$ cat config.mk
export PLATFORM = sky130hd
export DESIGN_NAME = ofdm_pilot_subcarrier_mapper
export DESIGN_NICKNAME = d
export VERILOG_FILES = /design/src/sv/opsm_pkg.sv /design/src/sv/opsm_front.sv /design/src/sv/opsm_queue.sv /design/src/sv/opsm_back.sv /design/src/sv/ofdm_pilot_subcarrier_mapper.sv
export SDC_FILE = /design/constraint.sdc
export NUM_CORES = 1
export LEC_CHECK = 0
export BUFFER_PORTS_ARGS = -buffer_cell sky130_fd_sc_hd__buf_4
export CAP_MARGIN = 20
export CORE_UTILIZATION = 45
export DETAILED_ROUTE_END_ITERATION = 16
export SYNTH_ARGS = -nofsm -noshare
export SYNTH_HDL_FRONTEND = slang
export SYNTH_SLANG_ARGS = --single-unit
$ cat constraint.sdc
create_clock -name i_clk -period 8.5 [get_ports i_clk]
set_clock_uncertainty 0.05 [all_clocks]
set_input_delay 0.85 -clock i_clk [delete_from_list [all_inputs] [get_ports i_clk]]
set_output_delay 0.85 -clock i_clk [all_outputs]
set_load 0.02 [all_outputs]
$ cat src/sv/opsm_pkg.sv
// Shared types, constants and the pilot polarity table of the OFDM pilot subcarrier mapper.
// No dependencies; every other file imports this package.
package opsm_pkg;

    localparam int SAMPLE_WIDTH = 16;
    localparam int NUM_TONES    = 48;
    localparam int SEQ_LEN      = 127;
    localparam int QUEUE_DEPTH  = 4;

    localparam int TONE_W = 6;
    localparam int IDX_W  = 7;

    localparam logic [TONE_W-1:0] TONE_FIRST     = TONE_W'(0);
    localparam logic [TONE_W-1:0] TONE_PILOT0    = TONE_W'(5);
    localparam logic [TONE_W-1:0] TONE_PILOT1    = TONE_W'(18);
    localparam logic [TONE_W-1:0] TONE_DC        = TONE_W'(24);
    localparam logic [TONE_W-1:0] TONE_PILOT2    = TONE_W'(30);
    localparam logic [TONE_W-1:0] TONE_PILOT_INV = TONE_W'(43);
    localparam logic [TONE_W-1:0] TONE_LAST      = TONE_W'(NUM_TONES - 1);

    localparam logic [IDX_W-1:0] IDX_LAST = IDX_W'(SEQ_LEN - 1);

    localparam logic signed [SAMPLE_WIDTH-1:0] PILOT_POS =
        SAMPLE_WIDTH'(1 << (SAMPLE_WIDTH - 2));
    localparam logic signed [SAMPLE_WIDTH-1:0] PILOT_NEG =
        SAMPLE_WIDTH'(-(1 << (SAMPLE_WIDTH - 2)));

    // bins emitted ahead of the data bin
    typedef logic [1:0] t_pre;
    localparam t_pre PRE_NONE  = 2'd0;
    localparam t_pre PRE_GUARD = 2'd1;
    localparam t_pre PRE_PILOT = 2'd2;
    localparam t_pre PRE_DC    = 2'd3;

    localparam logic [3:0] GUARD_LO_BINS = 4'd6;
    localparam logic [3:0] GUARD_HI_BINS = 4'd5;

    // entry 0 is the leftmost bit; 1 marks a negative polarity
    localparam logic [0:SEQ_LEN-1] SEQ_NEG = {
        16'b0000111011110010, 16'b1100100100000010,
        16'b0010011000101110, 16'b1011011000001100,
        16'b1101010011100111, 16'b1011010000101010,
        16'b1111101001010001, 15'b101110001111111
    };

    typedef struct packed {
        logic signed [SAMPLE_WIDTH-1:0] data_real;
        logic signed [SAMPLE_WIDTH-1:0] data_imag;
        logic                           frame_start;
    } t_in_item;

    typedef struct packed {
        logic signed [SAMPLE_WIDTH-1:0] bin_real;
        logic signed [SAMPLE_WIDTH-1:0] bin_imag;
        logic                           bin_last;
    } t_out_item;

    typedef struct packed {
        logic signed [SAMPLE_WIDTH-1:0] data_real;
        logic signed [SAMPLE_WIDTH-1:0] data_imag;
        t_pre                           pre_kind;
        logic                           pilot_neg;
        logic                           tail;
    } t_cmd;

    function automatic logic seq_negative(input logic [IDX_W-1:0] idx);
        seq_negative = SEQ_NEG[idx];
    endfunction

endpackage

$ cat src/sv/opsm_front.sv
// Front end of the mapper: accepts data tones, tracks tone position and pilot index,
// and turns each tone into a mapping command. Depends on opsm_pkg.
module opsm_front (
    input  logic              i_clk,
    input  logic              i_rst_n,
    input  logic              push,
    input  opsm_pkg::t_in_item i_item,
    input  logic              i_q_full,
    output logic              full,
    output logic              o_q_wr,
    output opsm_pkg::t_cmd    o_cmd
);
    import opsm_pkg::*;

    logic [TONE_W-1:0] r_tone_pos, n_tone_pos;
    logic [IDX_W-1:0]  r_pilot_idx, n_pilot_idx;
    logic [TONE_W-1:0] pos;
    logic [IDX_W-1:0]  idx;
    logic              accept;

    assign full   = i_q_full;
    assign accept = push && !i_q_full;
    assign o_q_wr = accept;

    always_comb begin
        pos = (r_tone_pos > TONE_LAST) ? TONE_FIRST : r_tone_pos;
        idx = (r_pilot_idx > IDX_LAST) ? '0 : r_pilot_idx;
        if (pos == TONE_FIRST && i_item.frame_start) begin
            idx = '0;
        end

        o_cmd.data_real = i_item.data_real;
        o_cmd.data_imag = i_item.data_imag;
        o_cmd.pilot_neg = seq_negative(idx) ^ (pos == TONE_PILOT_INV);
        o_cmd.tail      = (pos == TONE_LAST);
        case (pos)
            TONE_FIRST:     o_cmd.pre_kind = PRE_GUARD;
            TONE_PILOT0,
            TONE_PILOT1,
            TONE_PILOT2,
            TONE_PILOT_INV: o_cmd.pre_kind = PRE_PILOT;
            TONE_DC:        o_cmd.pre_kind = PRE_DC;
            default:        o_cmd.pre_kind = PRE_NONE;
        endcase

        if (pos == TONE_LAST) begin
            n_tone_pos  = TONE_FIRST;
            n_pilot_idx = (idx == IDX_LAST) ? '0 : idx + IDX_W'(1);
        end else begin
            n_tone_pos  = pos + TONE_W'(1);
            n_pilot_idx = idx;
        end
    end

    always_ff @(posedge i_clk) begin
        if (!i_rst_n) begin
            r_tone_pos  <= '0;
            r_pilot_idx <= '0;
        end else if (accept) begin
            r_tone_pos  <= n_tone_pos;
            r_pilot_idx <= n_pilot_idx;
        end
    end

    a_tone_range: assert property (@(posedge i_clk) disable iff (!i_rst_n)
        r_tone_pos <= TONE_LAST)
        else $error("tone position out of range");

endmodule

$ cat src/sv/opsm_queue.sv
// Command queue between the mapper front end and back end.
// Depends on opsm_pkg for the command type.
module opsm_queue #(
    parameter int DEPTH = opsm_pkg::QUEUE_DEPTH
) (
    input  logic           i_clk,
    input  logic           i_rst_n,
    input  logic           i_wr,
    input  opsm_pkg::t_cmd i_cmd,
    input  logic           i_rd,
    output logic           o_full,
    output logic           o_valid,
    output opsm_pkg::t_cmd o_cmd
);
    import opsm_pkg::*;

    localparam int ADDR_W = (DEPTH > 1) ? $clog2(DEPTH) : 1;
    localparam int CNT_W  = $clog2(DEPTH + 1);

    t_cmd              r_mem [DEPTH];
    logic [ADDR_W-1:0] r_wr_ptr, r_rd_ptr;
    logic [CNT_W-1:0]  r_count;

    assign o_full  = (r_count == CNT_W'(DEPTH));
    assign o_valid = (r_count != '0);
    assign o_cmd   = r_mem[r_rd_ptr];

    always_ff @(posedge i_clk) begin
        if (i_wr) begin
            r_mem[r_wr_ptr] <= i_cmd;
        end
    end

    always_ff @(posedge i_clk) begin
        if (!i_rst_n) begin
            r_wr_ptr <= '0;
            r_rd_ptr <= '0;
            r_count  <= '0;
        end else begin
            if (i_wr) begin
                r_wr_ptr <= (r_wr_ptr == ADDR_W'(DEPTH - 1)) ? '0 : r_wr_ptr + ADDR_W'(1);
            end
            if (i_rd) begin
                r_rd_ptr <= (r_rd_ptr == ADDR_W'(DEPTH - 1)) ? '0 : r_rd_ptr + ADDR_W'(1);
            end
            case ({i_wr, i_rd})
                2'b10:   r_count <= r_count + CNT_W'(1);
                2'b01:   r_count <= r_count - CNT_W'(1);
                default: r_count <= r_count;
            endcase
        end
    end

    a_no_overflow: assert property (@(posedge i_clk) disable iff (!i_rst_n)
        i_wr |-> !o_full)
        else $error("write into full queue");

    a_no_underflow: assert property (@(posedge i_clk) disable iff (!i_rst_n)
        i_rd |-> o_valid)
        else $error("read from empty queue");

endmodule

$ cat src/sv/opsm_back.sv
// Back end of the mapper: expands each command into its frequency bins, one bin per
// cycle into an output register while it is empty or popped. Depends on opsm_pkg.
module opsm_back (
    input  logic               i_clk,
    input  logic               i_rst_n,
    input  logic               i_cmd_valid,
    input  opsm_pkg::t_cmd     i_cmd,
    output logic               o_cmd_pop,
    input  logic               pop,
    output logic               empty,
    output opsm_pkg::t_out_item o_item
);
    import opsm_pkg::*;

    logic [3:0] r_step;
    logic       r_valid;
    t_out_item  r_out, n_out;
    logic [3:0] pre_cnt, last_step;
    logic       load, cmd_end;

    assign empty  = !r_valid;
    assign o_item = r_out;
    assign load   = i_cmd_valid && (!r_valid || pop);
    assign cmd_end   = (r_step == last_step);
    assign o_cmd_pop = load && cmd_end;

    always_comb begin
        case (i_cmd.pre_kind)
            PRE_GUARD: pre_cnt = GUARD_LO_BINS;
            PRE_PILOT,
            PRE_DC:    pre_cnt = 4'd1;
            default:   pre_cnt = 4'd0;
        endcase
        last_step = pre_cnt + (i_cmd.tail ? GUARD_HI_BINS : 4'd0);

        n_out.bin_real = '0;
        n_out.bin_imag = '0;
        n_out.bin_last = 1'b0;
        if (r_step < pre_cnt) begin
            if (i_cmd.pre_kind == PRE_PILOT) begin
                n_out.bin_real = i_cmd.pilot_neg ? PILOT_NEG : PILOT_POS;
            end
        end else if (r_step == pre_cnt) begin
            n_out.bin_real = i_cmd.data_real;
            n_out.bin_imag = i_cmd.data_imag;
        end else begin
            n_out.bin_last = cmd_end;
        end
    end

    always_ff @(posedge i_clk) begin
        if (load) begin
            r_out <= n_out;
        end
    end

    always_ff @(posedge i_clk) begin
        if (!i_rst_n) begin
            r_valid <= 1'b0;
            r_step  <= '0;
        end else begin
            if (load) begin
                r_valid <= 1'b1;
                r_step  <= cmd_end ? '0 : r_step + 4'd1;
            end else if (pop) begin
                r_valid <= 1'b0;
            end
        end
    end

    a_step_range: assert property (@(posedge i_clk) disable iff (!i_rst_n)
        i_cmd_valid |-> r_step <= last_step)
        else $error("bin step beyond command end");

    a_idle_step: assert property (@(posedge i_clk) disable iff (!i_rst_n)
        !i_cmd_valid |-> r_step == '0)
        else $error("partial command lost");

    a_last_tail: assert property (@(posedge i_clk) disable iff (!i_rst_n)
        load && n_out.bin_last |-> i_cmd.tail && o_cmd_pop)
        else $error("last bin outside symbol end");

endmodule

$ cat src/sv/ofdm_pilot_subcarrier_mapper.sv
// OFDM pilot insertion and subcarrier mapping: 48 data tones in, 64 frequency bins out.
// Depends on opsm_pkg, opsm_front, opsm_queue and opsm_back.
//
// Input channel: present a data tone on i_item and raise push; it transfers on a
// rising edge with push high and full low. frame_start on a symbol's first tone
// restarts the pilot polarity sequence; elsewhere it has no effect.
// Output channel: while empty is low, o_item holds the oldest bin; it transfers on
// a rising edge with pop high. bin_last marks bin 63 of each symbol.
// A tone's command enters the queue; its first bin then goes into the output register.
// Throughput: one bin per cycle from the output register while the receiver pops, so
// a symbol yields 64 bins for its 48 tones; a tone yields one bin, the first tone of a
// symbol seven, a pilot or DC neighbor two, the last tone six. The input side runs
// ahead through a QUEUE_DEPTH-entry command queue and raises full only when it fills.
// Reset: synchronous, active low; clears tone position, pilot index, queue and
// output valid flag. A stalled receiver holds the current bin; the queue fills and
// then full holds the sender.
module ofdm_pilot_subcarrier_mapper #(
    parameter int QUEUE_DEPTH = opsm_pkg::QUEUE_DEPTH
) (
    input  logic                i_clk,
    input  logic                i_rst_n,
    input  logic                push,
    output logic                full,
    input  opsm_pkg::t_in_item  i_item,
    output logic                empty,
    input  logic                pop,
    output opsm_pkg::t_out_item o_item
);
    import opsm_pkg::*;

    t_cmd front_cmd, q_cmd;
    logic q_wr, q_full, q_valid, q_rd;

    opsm_front u_front (
        .i_clk    (i_clk),
        .i_rst_n  (i_rst_n),
        .push     (push),
        .i_item   (i_item),
        .i_q_full (q_full),
        .full     (full),
        .o_q_wr   (q_wr),
        .o_cmd    (front_cmd)
    );

    opsm_queue #(
        .DEPTH (QUEUE_DEPTH)
    ) u_queue (
        .i_clk   (i_clk),
        .i_rst_n (i_rst_n),
        .i_wr    (q_wr),
        .i_cmd   (front_cmd),
        .i_rd    (q_rd),
        .o_full  (q_full),
        .o_valid (q_valid),
        .o_cmd   (q_cmd)
    );

    opsm_back u_back (
        .i_clk       (i_clk),
        .i_rst_n     (i_rst_n),
        .i_cmd_valid (q_valid),
        .i_cmd       (q_cmd),
        .o_cmd_pop   (q_rd),
        .pop         (pop),
        .empty       (empty),
        .o_item      (o_item)
    );

endmodule

==> flow_metrics.tcl, run 1 <==
set metrics [dict create \
    async_flop_share_pct 0 \
    setup_viol_count_final 0 \
    r2r_cells 14 \
    ctsResizeCount 0 \
    critPathMaxFanout 36 \
    cts_sinks 204 \
    dieArea_sq_um 20000 \
    die_w_um 141 \
    ys_types 62 \
    drtPass1Iterations 5 \
    max_freq_mhz 228 \
    slowest_stage "dfxtp_2" \
    drv_cap 0 \
    rr_endpoint "u_queue.r_count[2]$_SDFFE_PN0P_" \
    period_needed_ps 4390 \
    dp_hpwl_um 10500 \
    drt_iter0_drc 338 \
    dieHeight_um 141 \
    final_common_cell "edfxtp_1" \
    hp-start "u_front.r_tone_pos[1]$_SDFFE_PN0P_" \
    worstSetupPathType "flop to flop" \
    slew_viol_final 0 \
    vdd_drop_max_mv 0.138 \
    ctsHoldBuffers 0 \
    synth_warnings 0 \
    dp_slack_ps 4110 \
    num_vias 4938 \
    routabilityCongestion 0.883 \
    rsz0062_at_grt "no" \
    grt_usage_pct 17.6 \
    worstHoldEndpoint "u_front.r_tone_pos[1]$_SDFFE_PN0P_" \
    port_buffers 71 \
    crit_path_start_kind "flop" \
    setup_slack_ps 4110 \
    design_area_sq_um 10200 \
    final_hold_viol_count 0 \
    fin_setup_tns_ps 0 \
    placeableCoreArea_sq_um 18900 \
    ys_top_cells_by_area "edfxtp_1 61%, mux4_2 9.3%, dfxtp_1 6.2%, ha_1 4.0%, nor2b_1 2.5%" \
    p_leak_nw 3.50 \
    grt_start_max_net_pins 37 \
    ys.flop_type "edfxtp_1" \
    p_per_area_nw_per_um2 283 \
    whs_path_depth 2 \
    fin_crit_sh_pct 51.7 \
    syn_nets 632 \
    avgRoutedWirePerCell_um 18.5 \
    relSlewSlack_pct 30.8 \
    num-fill-cells 1562 \
    cpPeakStageDelay_ps 1010 \
    root_buffer "clkbuf_16" \
    wl_um 16900 \
    grt_pass1_wl_um 27000 \
    ys_seq_area_share_pct 66.9 \
    ff2ff_setup_slack_ps 4110 \
    grt_pass1_vias 5147 \
    crit_chain "mux4_2, nor2b_4, ha_1, xnor2_1, xnor2_1, a32o_1, o211ai_4, nor2_4, ha_1, inv_1, fa_1, xor2_1, or3_1, a21oi_1" \
    synthToLayoutAreaGrowth_pct 16.9 \
    gr-total-overflow 0 \
    whs_ps 409 \
    insertion_delay_ps 500 \
    intPower_mw 2.09 \
    cts.clk_slew.worst_paths_ps 60 \
    drtAntennaViolNets 0 \
    synth_cells 566 \
    pwr-share-comb_pct 22.3 \
    yosysTopAreaCellShare_pct 60.7 \
    antenna_found_initial 0 \
    routed_via_density 5.41 \
    crit_path_end_kind "flop" \
    clockPowerShare_pct 31.5 \
    layout-drive-gt1-share_pct 23.5 \
    synth_edf_count 177 \
    path_buf_inv 1 \
    finalPower_mw 2.90 \
    cts_made_buffers 22 \
    crit_required_ps 8870 \
    ios 72 \
    place_area_sq_um 9540 \
    cts_buffer_depth 3 \
    post_cts.repair.setup_buffers 0 \
    syn_avg_cell_area_sq_um 15.5 \
    final_cell_mix "177 x edfxtp_1, 74 x buf_4, 36 x mux4_2" \
    fin_cells 912 \
    yosysTopAreaCell "edfxtp_1" \
    swShare_pct 27.8 \
    switchingPower_mw 0.805 \
    dp.cells 875 \
    cp.arrival_ps 4770 \
    cts_tree "built" \
    outcome "finished clean" \
    worst_pin_slew_ps 1040 \
    p_seq_share_pct 46.2 \
    syn_area_sq_um 8760 \
    drc_errors 0 \
    holdCritPathClass "flop to flop" \
    rows 50 \
    htree_levels 1 \
    synth-seq-cells 204 \
    critPathTopFamily "flip-flops" \
    initial_core_util_pct 46.3 \
    fin_nets 705 \
    final_util_pct 54.2 \
    diodes 0 \
]
## layer usage
layer | vias to the layer above | track usage, % | routed length [um]
met3 | 28 | 2.87 | 731
li1 | 2315 | - | -
met5 | - | 0 | 0
met2 | 115 | 30.7 | 8460
met4 | 0 | 6.23 | 445
met1 | 2480 | 22.4 | 7230
## power groups by stage
stage | logic [mW] | clock network (mW) | registers [mW]
after floorplan | 0.318 | 0 | 1.44
after global placement | 0.643 | 0 | 1.36
after detailed placement | 0.657 | 0 | 1.36
after CTS | 0.659 | 0.933 | 1.34
after global routing | 0.703 | 0.970 | 1.36
final | 0.647 | 0.912 | 1.34
## logic make-up (layout without fill, tap and decap cells)
group / count (synthesis) / in the layout / share of synthesized area [%]
AOI/OAI and AO/OA: 86 / 86 / 6.55
xor gates and xnor gates: 10 / 10 / 1.00
adders and majority gates: 29 / 29 / 4.23
buffers and inverters: 53 / 139 / 2.41
DFF: 204 / 204 / 66.9
muxes: 39 / 39 / 9.60
and+or+nand+nor: 145 / 145 / 9.33
## how the worst max path moves through the flow
stage | to | slack [ps] | cells past startpoint
final | u_queue.r_count[2]$_SDFFE_PN0P_ | 4110 | 14
after global placement | u_queue.r_count[2]$_SDFFE_PN0P_ | 4240 | 14
after CTS | u_queue.r_count[2]$_SDFFE_PN0P_ | 4100 | 14
after global routing | u_queue.r_count[2]$_SDFFE_PN0P_ | 3870 | 14
after detailed placement | u_queue.r_count[2]$_SDFFE_PN0P_ | 4110 | 14
after floorplan | u_queue.r_count[2]$_SDFFE_PN0P_ | 4860 | 15
## worst register-to-register path, delay by kind of cell, from the launching register on
family                     cells  cell delay [ps]
AOI/OAI and AO/OA              3              510
xor gates and xnor gates       3              640
adders and majority gates      3              840
buffers and inverters          1               60
DFF                            1             1010
muxes                          1              520
and+or+nand+nor                3              690
## registers in the layout (all words and copies together), names as in the netlist, named ones only
name / flops
u_back.r_valid: 1
u_queue.r_wr_ptr: 2
u_back.o_item: 33
u_back.r_step: 4
u_front.r_pilot_idx: 7
u_queue.r_mem: 144
u_queue.r_count: 3
u_front.r_tone_pos: 6
u_queue.r_rd_ptr: 2
## synthesized netlist by cell type, types with 2 or more instances
master,count
dfxtp_1,27
nor2_1,16
a21oi_1,20
a31oi_1,3
o21ai_0,23
ha_1,28
nor2b_1,35
a211o_1,3
inv_1,28
a221oi_1,3
buf_2,4
o22ai_1,2
a2bb2oi_1,2
edfxtp_1,177
nand2_1,27
clkbuf_1,18
a21o_1,3
buf_1,2
nand4b_1,2
mux2i_1,3
xor2_1,5
or3_1,2
a211oi_1,3
and2_1,8
nor3_1,10
a222oi_1,2
and3_1,7
mux4_2,36
a22oi_1,5
or4_1,2
o211ai_1,6
nand2b_1,5
xnor2_1,5
nand3_1,16
## layout make-up
class                      count  area [sq um]  share of cell area (%)
clock inverter                 9          95.1                   0.929
sequential                   204          5860                    57.3
tap                          260           325                    3.18
clock buffer                  28           594                    5.81
inverter                      28           105                    1.03
multi-input combinational    309          2700                    26.4
timing repair buffer          74           556                    5.43
(Power assumes the default switching activity.)
==> run 2, diff against run 1 <==
--- a/config.mk
+++ b/config.mk
@@ -5,10 +5,12 @@
 export SDC_FILE = /design/constraint.sdc
 export NUM_CORES = 1
 export LEC_CHECK = 0
+export ABC_AREA = 1
 export BUFFER_PORTS_ARGS = -buffer_cell sky130_fd_sc_hd__buf_4
 export CAP_MARGIN = 20
 export CORE_UTILIZATION = 45
 export DETAILED_ROUTE_END_ITERATION = 16
+export PLACE_DENSITY = 0.65
 export SYNTH_ARGS = -nofsm -noshare
 export SYNTH_HDL_FRONTEND = slang
 export SYNTH_SLANG_ARGS = --single-unit
==> constraint.sdc (replaced) <==
create_clock -name i_clk -period 3.7 [get_ports i_clk]
set_clock_uncertainty 0.05 [all_clocks]
set_input_delay 0.37 -clock i_clk [delete_from_list [all_inputs] [get_ports i_clk]]
set_output_delay 0.37 -clock i_clk [all_outputs]
set_load 0.02 [all_outputs]
==> flow_metrics.tcl, run 2 <==
set metrics [dict create \
    outcome "finished clean" \
    worstSetupPathType "flop to flop" \
    die_w_um 142 \
    rsz0062_at_grt "no" \
    final_util_pct 54.5 \
    drt_iter0_drc 341 \
    finalPower_mw 7.10 \
    placeableCoreArea_sq_um 19000 \
    p_leak_nw 3.95 \
    ctsResizeCount 0 \
    syn_area_sq_um 8870 \
    diodes 0 \
    critPathMaxFanout 15 \
    crit_path_start_kind "flop" \
    place_area_sq_um 9720 \
    fin_nets 933 \
    final_cell_mix "177 x edfxtp_1, 150 x nor2_1, 84 x buf_4" \
    largest_reg_flops 144 \
    drtAntennaViolNets 0 \
    drc_errors 0 \
    dieArea_sq_um 20300 \
    vdd_drop_max_mv 0.293 \
    cts_sinks 204 \
    insertion_delay_ps 490 \
    syn_nets 855 \
    crit_required_ps 3870 \
    ys_top_cells_by_area "edfxtp_1 60%, nor2_1 6.5%, dfxtp_1 6.1%, ha_1 3.9%, o21ai_0 3.9%" \
    drtPass1Iterations 4 \
    synth_warnings 0 \
    initial_core_util_pct 46.6 \
    relSlewSlack_pct 57.9 \
    layout-drive-gt1-share_pct 18.6 \
    fin_crit_sh_pct 90.6 \
    period_needed_ps 3350 \
    fin_cells 1142 \
    synth_most_common_cell "edfxtp_1" \
    slew_viol_final 0 \
    grt_usage_pct 17.8 \
    grt_pass1_wl_um 28200 \
    synth_cells 789 \
    whs_ps 29.0 \
    worst_pin_slew_ps 632 \
    routed_via_density 5.04 \
    ios 72 \
    dieHeight_um 142 \
    final_hold_viol_count 0 \
    antenna_found_initial 0 \
    yosysTopAreaCellShare_pct 59.9 \
    syn_avg_cell_area_sq_um 11.2 \
    cp.arrival_ps 3530 \
    p_per_area_nw_per_um2 684 \
    synth_edf_count 177 \
    gr-total-overflow 0 \
    cts_made_buffers 22 \
    post_cts.repair.setup_buffers 0 \
    port_buffers 71 \
    dp_hpwl_um 10800 \
    cts.clk_slew.worst_paths_ps 60 \
    design_area_sq_um 10400 \
    ys_types 45 \
    drv_cap 0 \
    num_vias 5758 \
    setup_viol_count_final 0 \
    dp.cells 1103 \
    routabilityCongestion 0.867 \
    final_common_cell "edfxtp_1" \
    cts_tree "built" \
    root_buffer "clkbuf_16" \
    wl_um 17600 \
    ys_seq_area_share_pct 66.0 \
    top_register "u_queue.r_mem" \
    yosysTopAreaCell "edfxtp_1" \
    async_flop_share_pct 0 \
    rows 50 \
    grt_pass1_vias 5543 \
    ctsHoldBuffers 0 \
    cts_buffer_depth 3 \
    synthToLayoutAreaGrowth_pct 16.9 \
    synth-seq-cells 204 \
    setup_slack_ps 347 \
    dp_slack_ps 395 \
    htree_levels 1 \
    max_freq_mhz 298 \
    crit_path_end_kind "flop" \
    fin_setup_tns_ps 0 \
    grt_start_max_net_pins 65 \
    holdCritPathClass "primary input to flop" \
    avgRoutedWirePerCell_um 15.4 \
    synthTopCellsByCount "177 x edfxtp_1, 154 x nor2_1, 81 x nand2_1" \
    ys.flop_type "edfxtp_1" \
]
==> run 2: changes by cell type after synthesis, moves of 21 or more <==
cell	delta
nor2_1	+138
o21ai_0	+47
mux4_2	-36
nor2b_1	-35
nand2_1	+54
a21oi_1	+34
inv_1	+21
==> run 2: cells by family (layout without fill, tap and decap cells) <==
logic type                 after synthesis  count (layout)  synth area share [%]
AOI/OAI and AO/OA                      150             150                  9.24
xor gates and xnor gates                10              10                 0.987
adders and majority gates               29              29                  4.17
buffers and inverters                   92             185                  4.34
DFF                                    204             204                  66.0
and+or+nand+nor                        304             304                  15.2
==> run 2: worst paths after layout <==
check	startpoint	end	slack [ps]	depth (start not counted)
setup / recovery	u_front.r_tone_pos[4]$_SDFFE_PN0P_	u_queue.r_mem[3][1]$_DFFE_PP_	350	21
hold / removal	i_item[6]	u_queue.r_mem[2][9]$_DFFE_PP_	30	1
setup reg to reg	u_front.r_tone_pos[4]$_SDFFE_PN0P_	u_queue.r_mem[3][1]$_DFFE_PP_	350	21
hold reg to reg	u_front.r_pilot_idx[5]$_SDFFE_PN0P_	u_front.r_pilot_idx[5]$_SDFFE_PN0P_	420	2
==> run 2: worst max-delay path, stage by stage, from the launching register on <==
cell	delay, ps
dfxtp_1	350
ha_1	310
nor2_1	240
inv_1	110
ha_1	220
nand2_1	70
inv_1	70
nand3_4	200
inv_2	60
nor2_1	290
inv_1	140
ha_1	250
inv_1	80
nand2_1	90
nand3_1	80
nand2_1	60
nand2_1	50
nand3_1	70
nand2_1	90
nand2_1	60
nand2_1	50
nand2_1	80
==> run 2: area by class of cell <==
| type | instances | area [sq um] |
|---|---|---|
| Fill cell | 1682 | 8640 |
| Sequential cell | 204 | 5860 |
| Multi-Input combinational cell | 493 | 2670 |
| Timing Repair Buffer | 84 | 631 |
| Clock buffer | 25 | 583 |
| Tap cell | 260 | 325 |
| Inverter | 62 | 240 |
| Clock inverter | 14 | 68.8 |
==> run 2: report_power, final <==
part	total, mW	internal [mW]	switching (mW)
clock	1.96	1.13	0.832
combinational	2.03	0.676	1.35
sequential	3.12	2.98	0.130
==> run 2: metal layers <==
layer / track usage, % / up-vias / wire [um]
met5: 0 / - / 0
met4: 5.21 / 0 / 299
met3: 2.52 / 25 / 808
met2: 31.6 / 113 / 8770
met1: 22.6 / 2735 / 7740
li1: - / 2885 / -
